`src/hdl/image_datagram_segmenter_defines.svh`:
```
// ============================================================================
// image_datagram_segmenter_defines.svh
// Assertion macros for the image datagram segmenter. They are empty when
// SYNTHESIS is defined.
// ============================================================================
`ifndef IMAGE_DATAGRAM_SEGMENTER_DEFINES_SVH
`define IMAGE_DATAGRAM_SEGMENTER_DEFINES_SVH

`ifndef SYNTHESIS
// same-cycle implication, clocked on clk, off during reset
`define IDSG_ASSERT_IMP(name, ante, cons) \
	name: assert property (@(posedge clk) disable iff (!arst_n) (ante) |-> (cons)) \
		else $error("idsg assertion failed");
// next-cycle implication, clocked on clk, off during reset
`define IDSG_ASSERT_NXT(name, ante, cons) \
	name: assert property (@(posedge clk) disable iff (!arst_n) (ante) |=> (cons)) \
		else $error("idsg assertion failed");
`else
`define IDSG_ASSERT_IMP(name, ante, cons)
`define IDSG_ASSERT_NXT(name, ante, cons)
`endif

`endif

```
`src/hdl/idsg_pkg.sv`:
```
// ============================================================================
// idsg_pkg
// Shared widths, codes, state and command types of the datagram segmenter.
// ============================================================================
package idsg_pkg;

	localparam int BYTE_W    = 8;
	localparam int PAYLOAD_W = 16;
	localparam int LEN_W     = 24;
	localparam int IDX_W     = 24;
	localparam int SEL_W     = 2;   // index byte select, up to four bytes
	localparam int DIV_W     = LEN_W + 1;
	localparam int DIV_STEPS = DIV_W;
	localparam int DIV_CNT_W = 5;
	localparam int CNT_W     = 16;  // header packet count width

	localparam logic [PAYLOAD_W-1:0] PAYLOAD_RESET = 16'd1000;

	// input word kinds
	localparam logic REQ_START = 1'b0;
	localparam logic REQ_DATA  = 1'b1;

	typedef enum logic [3:0] {
		ST_IDLE,
		ST_TYPE,
		ST_DIV,
		ST_CNT_LO,
		ST_CNT_HI,
		ST_EMPTY,
		ST_EMPTY_LAST,
		ST_ERR,
		ST_INDEX,
		ST_DATA,
		ST_TERM
	} state_t;

	// kind of result word loaded into the output register
	typedef enum logic [2:0] {
		K_TYPE,
		K_CNT_LO,
		K_CNT_HI,
		K_EMPTY,
		K_EMPTY_LAST,
		K_ERR,
		K_INDEX,
		K_DATA
	} kind_t;

	typedef struct packed {
		logic  accept_start;
		logic  accept_data;
		logic  emit;
		kind_t kind;
	} cmd_t;

	typedef struct packed {
		logic can_data;    // image open with bytes left
		logic pos_zero;    // next data byte opens a chunk
		logic len_zero;    // current image has zero length
		logic div_done;    // packet count ready
		logic last_index;  // index byte select on its last byte
		logic finished;    // pending data byte is the image's last
		logic load_ok;     // output register can take a word
	} status_t;

endpackage

```
`src/hdl/image_datagram_segmenter.sv`:
```
// ============================================================================
// image_datagram_segmenter
// Cuts an image byte stream into datagrams: a type/count header, indexed
// payload chunks and an empty terminator datagram.
// ============================================================================
//
//   channel  dir  handshake              payload
//   -------  ---  ---------------------  ------------------------------------
//   s_axis   in   s_axis_tvalid/tready   tdata: type, length, byte; tuser: kind
//   m_axis   out  m_axis_tvalid/tready   tdata: byte; tuser: end/empty/error
//   cfg      in   cfg_we                 cfg_wdata: payload bytes per datagram
//
// One input word at a time. A data word emits INDEX_BYTES index bytes first
// when it opens a chunk, then its data byte, and the terminator after the last.
// A start word emits the type byte, waits for the bit-serial packet count
// divider (25 steps for a 25-bit numerator) and emits the two count bytes.
// A result word waits in the output register while the next input is taken.
// Output stalls hold the sequencer. Reset closes any open image and loads the
// payload register with 1000.
//
module image_datagram_segmenter #(
	parameter int INDEX_BYTES = 3
) (
	input  logic        clk,
	input  logic        arst_n,
	input  logic        cfg_we,
	input  logic [15:0] cfg_wdata,
	input  logic        s_axis_tvalid,
	output logic        s_axis_tready,
	input  logic [39:0] s_axis_tdata,   // image_type[7:0], total_length[31:8], data_byte[39:32]
	input  logic [0:0]  s_axis_tuser,   // req_type[0]
	output logic        m_axis_tvalid,
	input  logic        m_axis_tready,
	output logic [7:0]  m_axis_tdata,   // out_byte[7:0]
	output logic [2:0]  m_axis_tuser,   // datagram_end[0], empty_datagram[1], error[2]
	output logic        m_axis_tlast    // run_last
);

`include "image_datagram_segmenter_defines.svh"

	idsg_pkg::cmd_t    cmd;
	idsg_pkg::status_t status;

	// sequencer
	idsg_ctrl u_ctrl (
		.clk      (clk),
		.arst_n   (arst_n),
		.in_valid (s_axis_tvalid),
		.in_req   (s_axis_tuser[0]),
		.in_ready (s_axis_tready),
		.status   (status),
		.cmd      (cmd)
	);

	// datapath
	idsg_dp #(
		.INDEX_BYTES (INDEX_BYTES)
	) u_dp (
		.clk             (clk),
		.arst_n          (arst_n),
		.cmd             (cmd),
		.status          (status),
		.cfg_we          (cfg_we),
		.cfg_wdata       (cfg_wdata),
		.in_image_type   (s_axis_tdata[7:0]),
		.in_total_length (s_axis_tdata[31:8]),
		.in_data_byte    (s_axis_tdata[39:32]),
		.out_valid       (m_axis_tvalid),
		.out_ready       (m_axis_tready),
		.out_byte        (m_axis_tdata),
		.out_end         (m_axis_tuser[0]),
		.out_empty       (m_axis_tuser[1]),
		.out_last        (m_axis_tlast),
		.out_error       (m_axis_tuser[2])
	);

	// a start word keeps the input closed in the next cycle
	`IDSG_ASSERT_NXT(a_start_busy, cmd.accept_start, !s_axis_tready)
	// an error word is always the last of its run
	`IDSG_ASSERT_IMP(a_err_last, m_axis_tvalid && m_axis_tuser[2], m_axis_tlast)
	// an empty datagram both opens and closes
	`IDSG_ASSERT_IMP(a_empty_end, m_axis_tvalid && m_axis_tuser[1], m_axis_tuser[0])

endmodule

```
`src/hdl/idsg_ctrl.sv`:
```
// ============================================================================
// idsg_ctrl
// Sequencer: takes one input word at a time and steps through the result
// words it causes, one per cycle while the output side keeps up, apart from
// the wait for the packet count on a start word.
// ============================================================================
module idsg_ctrl (
	input  logic              clk,
	input  logic              arst_n,
	input  logic              in_valid,
	input  logic              in_req,
	output logic              in_ready,
	input  idsg_pkg::status_t status,
	output idsg_pkg::cmd_t    cmd
);

	idsg_pkg::state_t state_q;
	idsg_pkg::state_t state_nxt;

	// state register
	always_ff @(posedge clk or negedge arst_n) begin
		if (!arst_n) begin
			state_q <= idsg_pkg::ST_IDLE;
		end else begin
			state_q <= state_nxt;
		end
	end

	// next state
	always_comb begin
		state_nxt = state_q;
		unique case (state_q)
			idsg_pkg::ST_IDLE: begin
				if (in_valid) begin
					if (in_req == idsg_pkg::REQ_START) begin
						state_nxt = idsg_pkg::ST_TYPE;
					end else if (!status.can_data) begin
						state_nxt = idsg_pkg::ST_ERR;
					end else if (status.pos_zero) begin
						state_nxt = idsg_pkg::ST_INDEX;
					end else begin
						state_nxt = idsg_pkg::ST_DATA;
					end
				end
			end
			idsg_pkg::ST_TYPE: begin
				if (status.load_ok) state_nxt = idsg_pkg::ST_DIV;
			end
			idsg_pkg::ST_DIV: begin
				if (status.div_done) state_nxt = idsg_pkg::ST_CNT_LO;
			end
			idsg_pkg::ST_CNT_LO: begin
				if (status.load_ok) state_nxt = idsg_pkg::ST_CNT_HI;
			end
			idsg_pkg::ST_CNT_HI: begin
				if (status.load_ok) begin
					state_nxt = status.len_zero ? idsg_pkg::ST_EMPTY : idsg_pkg::ST_IDLE;
				end
			end
			idsg_pkg::ST_EMPTY: begin
				if (status.load_ok) state_nxt = idsg_pkg::ST_EMPTY_LAST;
			end
			idsg_pkg::ST_EMPTY_LAST: begin
				if (status.load_ok) state_nxt = idsg_pkg::ST_IDLE;
			end
			idsg_pkg::ST_ERR: begin
				if (status.load_ok) state_nxt = idsg_pkg::ST_IDLE;
			end
			idsg_pkg::ST_INDEX: begin
				if (status.load_ok && status.last_index) state_nxt = idsg_pkg::ST_DATA;
			end
			idsg_pkg::ST_DATA: begin
				if (status.load_ok) begin
					state_nxt = status.finished ? idsg_pkg::ST_TERM : idsg_pkg::ST_IDLE;
				end
			end
			idsg_pkg::ST_TERM: begin
				if (status.load_ok) state_nxt = idsg_pkg::ST_IDLE;
			end
			default: state_nxt = idsg_pkg::ST_IDLE;
		endcase
	end

	// commands to the datapath
	always_comb begin
		in_ready         = (state_q == idsg_pkg::ST_IDLE);
		cmd.accept_start = in_ready && in_valid && (in_req == idsg_pkg::REQ_START);
		cmd.accept_data  = in_ready && in_valid && (in_req == idsg_pkg::REQ_DATA);
		cmd.emit         = 1'b0;
		cmd.kind         = idsg_pkg::K_TYPE;
		unique case (state_q)
			idsg_pkg::ST_IDLE: begin
				cmd.emit = 1'b0;
			end
			idsg_pkg::ST_DIV: begin
				cmd.emit = 1'b0;
			end
			idsg_pkg::ST_TYPE: begin
				cmd.emit = status.load_ok;
				cmd.kind = idsg_pkg::K_TYPE;
			end
			idsg_pkg::ST_CNT_LO: begin
				cmd.emit = status.load_ok;
				cmd.kind = idsg_pkg::K_CNT_LO;
			end
			idsg_pkg::ST_CNT_HI: begin
				cmd.emit = status.load_ok;
				cmd.kind = idsg_pkg::K_CNT_HI;
			end
			idsg_pkg::ST_EMPTY: begin
				cmd.emit = status.load_ok;
				cmd.kind = idsg_pkg::K_EMPTY;
			end
			idsg_pkg::ST_EMPTY_LAST, idsg_pkg::ST_TERM: begin
				cmd.emit = status.load_ok;
				cmd.kind = idsg_pkg::K_EMPTY_LAST;
			end
			idsg_pkg::ST_ERR: begin
				cmd.emit = status.load_ok;
				cmd.kind = idsg_pkg::K_ERR;
			end
			idsg_pkg::ST_INDEX: begin
				cmd.emit = status.load_ok;
				cmd.kind = idsg_pkg::K_INDEX;
			end
			idsg_pkg::ST_DATA: begin
				cmd.emit = status.load_ok;
				cmd.kind = idsg_pkg::K_DATA;
			end
			default: cmd.emit = 1'b0;
		endcase
	end

endmodule

```
`src/hdl/idsg_dp.sv`:
```
// ============================================================================
// idsg_dp
// Datapath: image state, payload register, packet count divider, result
// word selection and the output register.
// ============================================================================
module idsg_dp #(
	parameter int INDEX_BYTES = 3
) (
	input  logic                                clk,
	input  logic                                arst_n,
	input  idsg_pkg::cmd_t                      cmd,
	output idsg_pkg::status_t                   status,
	input  logic                                cfg_we,
	input  logic [idsg_pkg::PAYLOAD_W-1:0]      cfg_wdata,
	input  logic [idsg_pkg::BYTE_W-1:0]         in_image_type,
	input  logic [idsg_pkg::LEN_W-1:0]          in_total_length,
	input  logic [idsg_pkg::BYTE_W-1:0]         in_data_byte,
	output logic                                out_valid,
	input  logic                                out_ready,
	output logic [idsg_pkg::BYTE_W-1:0]         out_byte,
	output logic                                out_end,
	output logic                                out_empty,
	output logic                                out_last,
	output logic                                out_error
);

	localparam logic [idsg_pkg::SEL_W-1:0] SEL_LAST = idsg_pkg::SEL_W'(INDEX_BYTES - 1);

	logic [idsg_pkg::PAYLOAD_W-1:0] payload_q;
	logic [idsg_pkg::PAYLOAD_W-1:0] p_eff;
	logic [idsg_pkg::LEN_W-1:0]     bytes_left_q;
	logic [idsg_pkg::PAYLOAD_W-1:0] chunk_pos_q;
	logic [idsg_pkg::IDX_W-1:0]     chunk_idx_q;
	logic                           image_open_q;
	logic                           len_zero_q;
	logic [idsg_pkg::BYTE_W-1:0]    type_q;
	logic [idsg_pkg::BYTE_W-1:0]    data_q;
	logic [idsg_pkg::SEL_W-1:0]     sel_q;

	logic [idsg_pkg::PAYLOAD_W-1:0] rem_q;
	logic [idsg_pkg::DIV_W-1:0]     num_q;
	logic [idsg_pkg::DIV_CNT_W-1:0] div_cnt_q;
	logic                           div_busy_q;
	logic [idsg_pkg::PAYLOAD_W:0]   div_shift;
	logic [idsg_pkg::PAYLOAD_W:0]   div_diff;
	logic                           div_ge;
	logic [idsg_pkg::DIV_W-1:0]     div_init;

	logic [idsg_pkg::PAYLOAD_W-1:0] pos_inc;
	logic                           finished;
	logic                           closes;
	logic [idsg_pkg::BYTE_W-1:0]    idx_byte;

	logic                           out_valid_q;
	logic [idsg_pkg::BYTE_W-1:0]    out_byte_q;
	logic                           out_end_q;
	logic                           out_empty_q;
	logic                           out_last_q;
	logic                           out_error_q;
	logic [idsg_pkg::BYTE_W-1:0]    nxt_byte;
	logic                           nxt_end;
	logic                           nxt_empty;
	logic                           nxt_last;
	logic                           nxt_error;

	// payload register, zero reads as one
	always_ff @(posedge clk or negedge arst_n) begin
		if (!arst_n) begin
			payload_q <= idsg_pkg::PAYLOAD_RESET;
		end else if (cfg_we) begin
			payload_q <= cfg_wdata;
		end
	end
	assign p_eff = (payload_q == '0) ? idsg_pkg::PAYLOAD_W'(1) : payload_q;

	// ceil division: numerator len + p - 1, one quotient bit per cycle
	assign div_init  = {1'b0, in_total_length} + idsg_pkg::DIV_W'(p_eff)
		- idsg_pkg::DIV_W'(1);
	assign div_shift = {rem_q, num_q[idsg_pkg::DIV_W-1]};
	assign div_ge    = (div_shift >= {1'b0, p_eff});
	assign div_diff  = div_shift - {1'b0, p_eff};

	always_ff @(posedge clk or negedge arst_n) begin
		if (!arst_n) begin
			div_busy_q <= 1'b0;
			div_cnt_q  <= '0;
		end else if (cmd.accept_start) begin
			div_busy_q <= 1'b1;
			div_cnt_q  <= '0;
		end else if (div_busy_q) begin
			div_cnt_q <= div_cnt_q + idsg_pkg::DIV_CNT_W'(1);
			if (div_cnt_q == idsg_pkg::DIV_CNT_W'(idsg_pkg::DIV_STEPS - 1)) begin
				div_busy_q <= 1'b0;
			end
		end
	end

	always_ff @(posedge clk) begin
		if (cmd.accept_start) begin
			rem_q <= '0;
			num_q <= div_init;
		end else if (div_busy_q) begin
			rem_q <= div_ge ? div_diff[idsg_pkg::PAYLOAD_W-1:0]
				: div_shift[idsg_pkg::PAYLOAD_W-1:0];
			num_q <= {num_q[idsg_pkg::DIV_W-2:0], div_ge};
		end
	end

	// data byte bookkeeping
	assign pos_inc  = chunk_pos_q + idsg_pkg::PAYLOAD_W'(1);
	assign finished = (bytes_left_q == idsg_pkg::LEN_W'(1));
	assign closes   = finished || (pos_inc == '0) || (pos_inc >= p_eff);

	// image state
	always_ff @(posedge clk or negedge arst_n) begin
		if (!arst_n) begin
			bytes_left_q <= '0;
			chunk_pos_q  <= '0;
			chunk_idx_q  <= '0;
			image_open_q <= 1'b0;
			len_zero_q   <= 1'b0;
			sel_q        <= '0;
		end else if (cmd.accept_start) begin
			bytes_left_q <= in_total_length;
			chunk_pos_q  <= '0;
			chunk_idx_q  <= '0;
			image_open_q <= (in_total_length != '0);
			len_zero_q   <= (in_total_length == '0);
			sel_q        <= '0;
		end else if (cmd.emit) begin
			case (cmd.kind)
				idsg_pkg::K_ERR: begin
					image_open_q <= 1'b0;
				end
				idsg_pkg::K_INDEX: begin
					sel_q <= (sel_q == SEL_LAST) ? '0 : sel_q + idsg_pkg::SEL_W'(1);
				end
				idsg_pkg::K_DATA: begin
					bytes_left_q <= bytes_left_q - idsg_pkg::LEN_W'(1);
					chunk_pos_q  <= closes ? '0 : pos_inc;
					if (closes) chunk_idx_q <= chunk_idx_q + idsg_pkg::IDX_W'(1);
					if (finished) image_open_q <= 1'b0;
				end
				default: ;
			endcase
		end
	end

	// captured input fields
	always_ff @(posedge clk) begin
		if (cmd.accept_start) type_q <= in_image_type;
		if (cmd.accept_data) data_q <= in_data_byte;
	end

	// index bytes, low first; bytes above the 24-bit index read zero
	always_comb begin
		case (sel_q)
			2'd0:    idx_byte = chunk_idx_q[7:0];
			2'd1:    idx_byte = chunk_idx_q[15:8];
			2'd2:    idx_byte = chunk_idx_q[23:16];
			default: idx_byte = '0;
		endcase
	end

	// result word select
	always_comb begin
		nxt_byte  = '0;
		nxt_end   = 1'b0;
		nxt_empty = 1'b0;
		nxt_last  = 1'b0;
		nxt_error = 1'b0;
		case (cmd.kind)
			idsg_pkg::K_TYPE:   nxt_byte = type_q;
			idsg_pkg::K_CNT_LO: nxt_byte = num_q[7:0];
			idsg_pkg::K_CNT_HI: begin
				nxt_byte = num_q[idsg_pkg::CNT_W-1:8];
				nxt_end  = 1'b1;
				nxt_last = len_zero_q;
			end
			idsg_pkg::K_EMPTY: begin
				nxt_end   = 1'b1;
				nxt_empty = 1'b1;
			end
			idsg_pkg::K_EMPTY_LAST: begin
				nxt_end   = 1'b1;
				nxt_empty = 1'b1;
				nxt_last  = 1'b1;
			end
			idsg_pkg::K_ERR: begin
				nxt_last  = 1'b1;
				nxt_error = 1'b1;
			end
			idsg_pkg::K_INDEX: nxt_byte = idx_byte;
			idsg_pkg::K_DATA: begin
				nxt_byte = data_q;
				nxt_end  = closes;
				nxt_last = !finished;
			end
			default: nxt_byte = '0;
		endcase
	end

	// output register
	always_ff @(posedge clk or negedge arst_n) begin
		if (!arst_n) begin
			out_valid_q <= 1'b0;
		end else if (cmd.emit) begin
			out_valid_q <= 1'b1;
		end else if (out_ready) begin
			out_valid_q <= 1'b0;
		end
	end

	always_ff @(posedge clk) begin
		if (cmd.emit) begin
			out_byte_q  <= nxt_byte;
			out_end_q   <= nxt_end;
			out_empty_q <= nxt_empty;
			out_last_q  <= nxt_last;
			out_error_q <= nxt_error;
		end
	end

	assign out_valid = out_valid_q;
	assign out_byte  = out_byte_q;
	assign out_end   = out_end_q;
	assign out_empty = out_empty_q;
	assign out_last  = out_last_q;
	assign out_error = out_error_q;

	// status to the sequencer
	always_comb begin
		status.can_data   = image_open_q && (bytes_left_q != '0);
		status.pos_zero   = (chunk_pos_q == '0);
		status.len_zero   = len_zero_q;
		status.div_done   = !div_busy_q;
		status.last_index = (sel_q == SEL_LAST);
		status.finished   = finished;
		status.load_ok    = !out_valid_q || out_ready;
	end

endmodule

```
`config.mk`:
```
export PLATFORM = sky130hd
export DESIGN_NAME = image_datagram_segmenter
export DESIGN_NICKNAME = d
export VERILOG_FILES = /design/src/hdl/idsg_pkg.sv /design/src/hdl/image_datagram_segmenter.sv /design/src/hdl/idsg_ctrl.sv /design/src/hdl/idsg_dp.sv
export VERILOG_INCLUDE_DIRS = /design/src /design/src/hdl
export SDC_FILE = /design/constraint.sdc
export NUM_CORES = 1
export LEC_CHECK = 0
export ABC_AREA = 1
export CORE_ASPECT_RATIO = 0.75
export CORE_MARGIN = 2
export CORE_UTILIZATION = 35
export CTS_CLUSTER_DIAMETER = 80
export DETAILED_ROUTE_END_ITERATION = 10
export DONT_BUFFER_PORTS = 1
export HOLD_SLACK_MARGIN = 0.12
export SLEW_MARGIN = 5
export SYNTH_ARGS = -nofsm -noshare
export SYNTH_HDL_FRONTEND = slang
export SYNTH_HIERARCHICAL = 1
export SYNTH_SLANG_ARGS = --single-unit
```
`constraint.sdc`:
```
create_clock -name clk -period 4.64 [get_ports clk]
set_clock_uncertainty 0.1 [all_clocks]
set_input_delay 0.232 -clock clk [delete_from_list [all_inputs] [get_ports clk]]
set_output_delay 0.232 -clock clk [all_outputs]
set_load 0.005 [all_outputs]
```
==> results.md <==
- The synthesized cell area is 12020 um2.
- The most used flip-flop cell after synthesis is sky130_fd_sc_hd__dfrtp_1.
- The final critical-path share of the clock period is 75.77%.
- After synthesis, the largest area contributor takes up 18.53% of total cell area.
- The wire length per cell is 17.92 um.
- The number of distinct library cell variants in the gate-level netlist after synthesis is 55.
- The core region is 33670 um2.
- In this run the deepest clock path goes through 2 buffers.
- In this run the core area contains 58 standard-cell rows.
- The number of placed instances, taps included is 2087.
- The floorplan die width is 218.0 um.
- The wire length after detailed routing is 39.08 mm.
- Across all layers, the routed design uses 11550 vias.
- The proportion of layout cells with a drive suffix above 1 is 4.913%.
- The count of routing violations after the opening detailed-route iteration is 1090.
- Measured against its own limit, the worst slew margin works out to 27.45%.
- After detailed routing, the number of vias per cell comes to 5.298.
- Across the run, the number of max-cap violations was 0.
- Across the whole layout, storage elements account for 4297 um2.
- The worst IR drop on VDD is 0.0003165 V.
- The max-slew violation total from the final report came to 0.
- Hold is met by 0.1350 ns.
- The reg2reg setup slack is 1.12 ns.
- The library cells used most frequently in the layout, excluding fill and tap cells, are sky130_fd_sc_hd__nand2_1, sky130_fd_sc_hd__inv_1, sky130_fd_sc_hd__nor2_1, sky130_fd_sc_hd__nand3_1, sky130_fd_sc_hd__o21ai_0.
- The worst endpoint data arrival time is 3.62 ns.
- The number of clock buffers inserted by TritonCTS is 17.
- In this run the number of H-tree levels came out at 4.
- The count of endpoints failing hold in the final timing report came to 0.
- The critical path capture point is u_dp/num_q[23].
- The measured slew at the worst slew-check pin is 1.085 ns.
- The synthesized design spends more area on one cell type than any other, namely sky130_fd_sc_hd__dfrtp_1.
- In the final layout, the multi-input gates occupy 6588 um2.
- The worst path needs 3.516 ns of the cycle, external delays included.
- The full die area is 35850 um2.
- After global routing the overflow that remains totals 0.
- The clock tree root buffer cell is sky130_fd_sc_hd__clkbuf_16.
- The CTS tree is built.
- The kind of launch point of the worst setup path is a flip-flop.
- At the worst endpoint, the required time is 4.75 ns.
- At the later pin of the worst-skew pair, clock insertion delay measures 0.45 ns.
- Setup repair after global routing left no endpoint under its margin.
- The cell area power density is 601.9 nW/um2.
- The detailed placer's ending HPWL is 29.54 mm.
- In the synthesized netlist the async set-or-reset flop fraction comes to 57.93%.
- The total of endpoints with negative setup slack in the final report is 0.
- The type of the tightest min-delay check is in2reg.
- The count of TritonRoute iterations in the first routing pass is 5.
- The library cell used most frequently in the layout, excluding fill and tap cells, is sky130_fd_sc_hd__nand2_1.
- Once layout is complete, the utilization of the core stands at 40.70%.
- The worst-path maximum fanout is 5.
- The number of nets still failing antenna checks after routing is 0.
- At the end of routability-driven placement, the weighted congestion stood at 0.9277.
- The clock net sink count is 164.
- After technology mapping, the gate count stands at 1666.
- The type of destination of the critical path is a flip-flop.
- The flow ran to the end, and the final reports show no timing, DRC or antenna violations.
- The synthesized area per cell is 7.214 um2.
- The initial utilization of the core area, before any placement, comes to 35.69%.
- Based on the critical path, the design can be clocked at up to 284.4 MHz.
- After clock tree synthesis, the clock-pin slew on the worst setup and hold paths is 0.08 ns.
- The overall global routing resource usage is 22.12%.
- The number of antenna violations at the first check in global routing is 2.
- The worst register-to-register path ends at u_dp/num_q[23].
- The filler cells instantiated in the layout total 3495.
- After routing, the total negative slack on setup checks comes to 0 ns.
- Sequential cells were found to cover 35.75% of the synthesized design area.
- The reg-to-reg critical path startpoint is u_dp/payload_q[13].
- The I/O pin count is 76.
- The relative area change from synthesis to final layout is 14.02%.
- The global-route wire length before repair is 61.11 mm.
- Entering global routing, the biggest net connects 96 pins.
- The post-route DRC violation count is 0.
- The floorplan step set the die height to 164.5 um.
- The count of synthesis-stage warnings from yosys is 6.
- The number of global-route vias before repair came to 10620.
- Counting every net in the synthesized netlist gives 1809.
- The critical path class is reg2reg.
- Yosys attributes the largest share of cell area to sky130_fd_sc_hd__dfrtp_1, sky130_fd_sc_hd__nand2_1, sky130_fd_sc_hd__edfxtp_1.
- The number of gates resized after CTS was 0.
- The number of port buffers is 0.
- The most critical setup path has its startpoint at u_dp/payload_q[13].
- In this run, synthesis inferred 53 flip-flops with an integrated enable.
- The length in cells of the worst reg-to-reg path is 19.
- The analysis attributes to cell leakage a power of 6.515 nW.
- The number of storage elements in the synthesis netlist is 164.
- The count of cells in the finished layout, fillers not included, comes to 2181.
- The final layout contains 1860 nets.
==> routing by layer <==
metal | global-route usage, % | up-vias | part of all wire (%)
met5 | 0 | - | 0
met4 | 5.504 | 0 | 1.6
met3 | 3.794 | 41 | 7.0
met2 | 32.97 | 398 | 43
met1 | 32.95 | 5468 | 49
li1 | - | 5647 | -
==> layout make-up <==
type | count | share of cell area [%]
diodes | 1 | 0.01826
inverters | 245 | 6.711
flip-flops and latches | 164 | 31.36
multi-input cells | 1214 | 48.07
clock buffers | 17 | 3.104
well taps | 450 | 4.109
repair buffers | 75 | 5.351
clock inverters | 15 | 1.278
==> logic make-up after synthesis <==
logic type | Yosys count | synth area share (%)
simple gates | 823 | 30.09
xor+xnor | 50 | 3.644
flops | 164 | 35.75
compound gates | 260 | 12.48
buf+inv | 288 | 9.474
fa+ha+maj | 81 | 8.558
==> worst min-delay path by stage <==
stage / from / endpoint / slack [ns] / cells past startpoint
2_1_floorplan: arst_n / u_ctrl/state_q[0] / -0.16 / 0
5_1_grt: s_axis_tuser / u_dp/data_q[1] / 0.15 / 2
3_5_place_dp: arst_n / u_ctrl/state_q[1] / -0.16 / 0
6_report: s_axis_tdata[23] / u_dp/bytes_left_q[15] / 0.14 / 4
4_1_cts: s_axis_tdata[23] / u_dp/bytes_left_q[15] / 0.14 / 4
3_3_place_gp: arst_n / u_ctrl/state_q[1] / -0.16 / 0
==> power breakdown <==
part	leakage, nW	internal (mW)	switching, mW
clock	0.298	0.777	0.716
combinational	4.36	1.35	2.67
sequential	1.86	2.20	0.534
==> cells in the mapped netlist, types with 4 or more instances <==
| library cell | n |
|---|---|
| sky130_fd_sc_hd__nand2_1 | 425 |
| sky130_fd_sc_hd__inv_1 | 236 |
| sky130_fd_sc_hd__nor2_1 | 142 |
| sky130_fd_sc_hd__nand3_1 | 136 |
| sky130_fd_sc_hd__o21ai_0 | 109 |
| sky130_fd_sc_hd__dfrtp_1 | 89 |
| sky130_fd_sc_hd__ha_1 | 79 |
| sky130_fd_sc_hd__a21oi_1 | 62 |
| sky130_fd_sc_hd__edfxtp_1 | 53 |
| sky130_fd_sc_hd__nand4_1 | 41 |
| sky130_fd_sc_hd__xor2_1 | 36 |
| sky130_fd_sc_hd__nor3_1 | 24 |
| sky130_fd_sc_hd__clkbuf_1 | 21 |
| sky130_fd_sc_hd__nor4_1 | 18 |
| sky130_fd_sc_hd__o22ai_1 | 18 |
| sky130_fd_sc_hd__o211ai_1 | 17 |
| sky130_fd_sc_hd__dfxtp_1 | 16 |
| sky130_fd_sc_hd__xnor2_1 | 14 |
| sky130_fd_sc_hd__buf_2 | 10 |
| sky130_fd_sc_hd__a31oi_1 | 9 |
| sky130_fd_sc_hd__a22oi_1 | 8 |
| sky130_fd_sc_hd__nand3b_1 | 8 |
| sky130_fd_sc_hd__nor2_2 | 8 |
| sky130_fd_sc_hd__buf_4 | 6 |
| sky130_fd_sc_hd__dfstp_2 | 6 |
| sky130_fd_sc_hd__o21ai_1 | 6 |
| sky130_fd_sc_hd__o21bai_1 | 6 |
| sky130_fd_sc_hd__a221oi_1 | 5 |
| sky130_fd_sc_hd__inv_2 | 5 |
| sky130_fd_sc_hd__a21o_1 | 4 |
| sky130_fd_sc_hd__clkinv_1 | 4 |
| sky130_fd_sc_hd__nand2_2 | 4 |
| sky130_fd_sc_hd__o221ai_1 | 4 |
==> state kept, by name, indices dropped and copies added, names as in the netlist, 8 cells and up <==
register           cells
u_dp/payload_q        16
u_dp/out_byte          8
u_dp/num_q            25
u_dp/bytes_left_q     24
u_dp/rem_q            16
u_dp/chunk_pos_q      16
u_dp/type_q            8
u_dp/data_q            8
u_dp/chunk_idx_q      24
==> what timing repair did <==
action / CTS / global route
setup endpoints to repair: 0 / 0
buffers inserted: 0 / 0
hold endpoints to repair: 162 / 0
hold buffers: 61 / 0
==> per-stage QoR <==
step                      instance area, um2  worst slack, ns  total power, mW
after floorplan                        12020            1.295            5.526
after global placement                 12470            1.166            6.603
after detailed placement               12470            1.161            6.622
after CTS                              13700            1.149            8.230
after global routing                   13700           0.7892            8.939
final                                  13700            1.124            8.247
==> critical path, cell delays in order (launching register included) <==
cell and delay (ns):
sky130_fd_sc_hd__dfrtp_1 0.36, sky130_fd_sc_hd__inv_1 0.32, sky130_fd_sc_hd__nand4_1 0.14, sky130_fd_sc_hd__nor2_1 0.12, sky130_fd_sc_hd__a31oi_1 0.14, sky130_fd_sc_hd__ha_1 0.22, sky130_fd_sc_hd__inv_1 0.06, sky130_fd_sc_hd__ha_1 0.18
sky130_fd_sc_hd__inv_1 0.06, sky130_fd_sc_hd__fa_1 0.37, sky130_fd_sc_hd__inv_1 0.12, sky130_fd_sc_hd__nand3_1 0.08, sky130_fd_sc_hd__nand2_1 0.16, sky130_fd_sc_hd__nand2_1 0.09, sky130_fd_sc_hd__o21ai_0 0.34, sky130_fd_sc_hd__nand3_1 0.16
sky130_fd_sc_hd__nand3_1 0.11, sky130_fd_sc_hd__nand2_1 0.05, sky130_fd_sc_hd__nand3_1 0.06, sky130_fd_sc_hd__nand2_1 0.05
No activity file was read; power rests on OpenSTA's default activity.
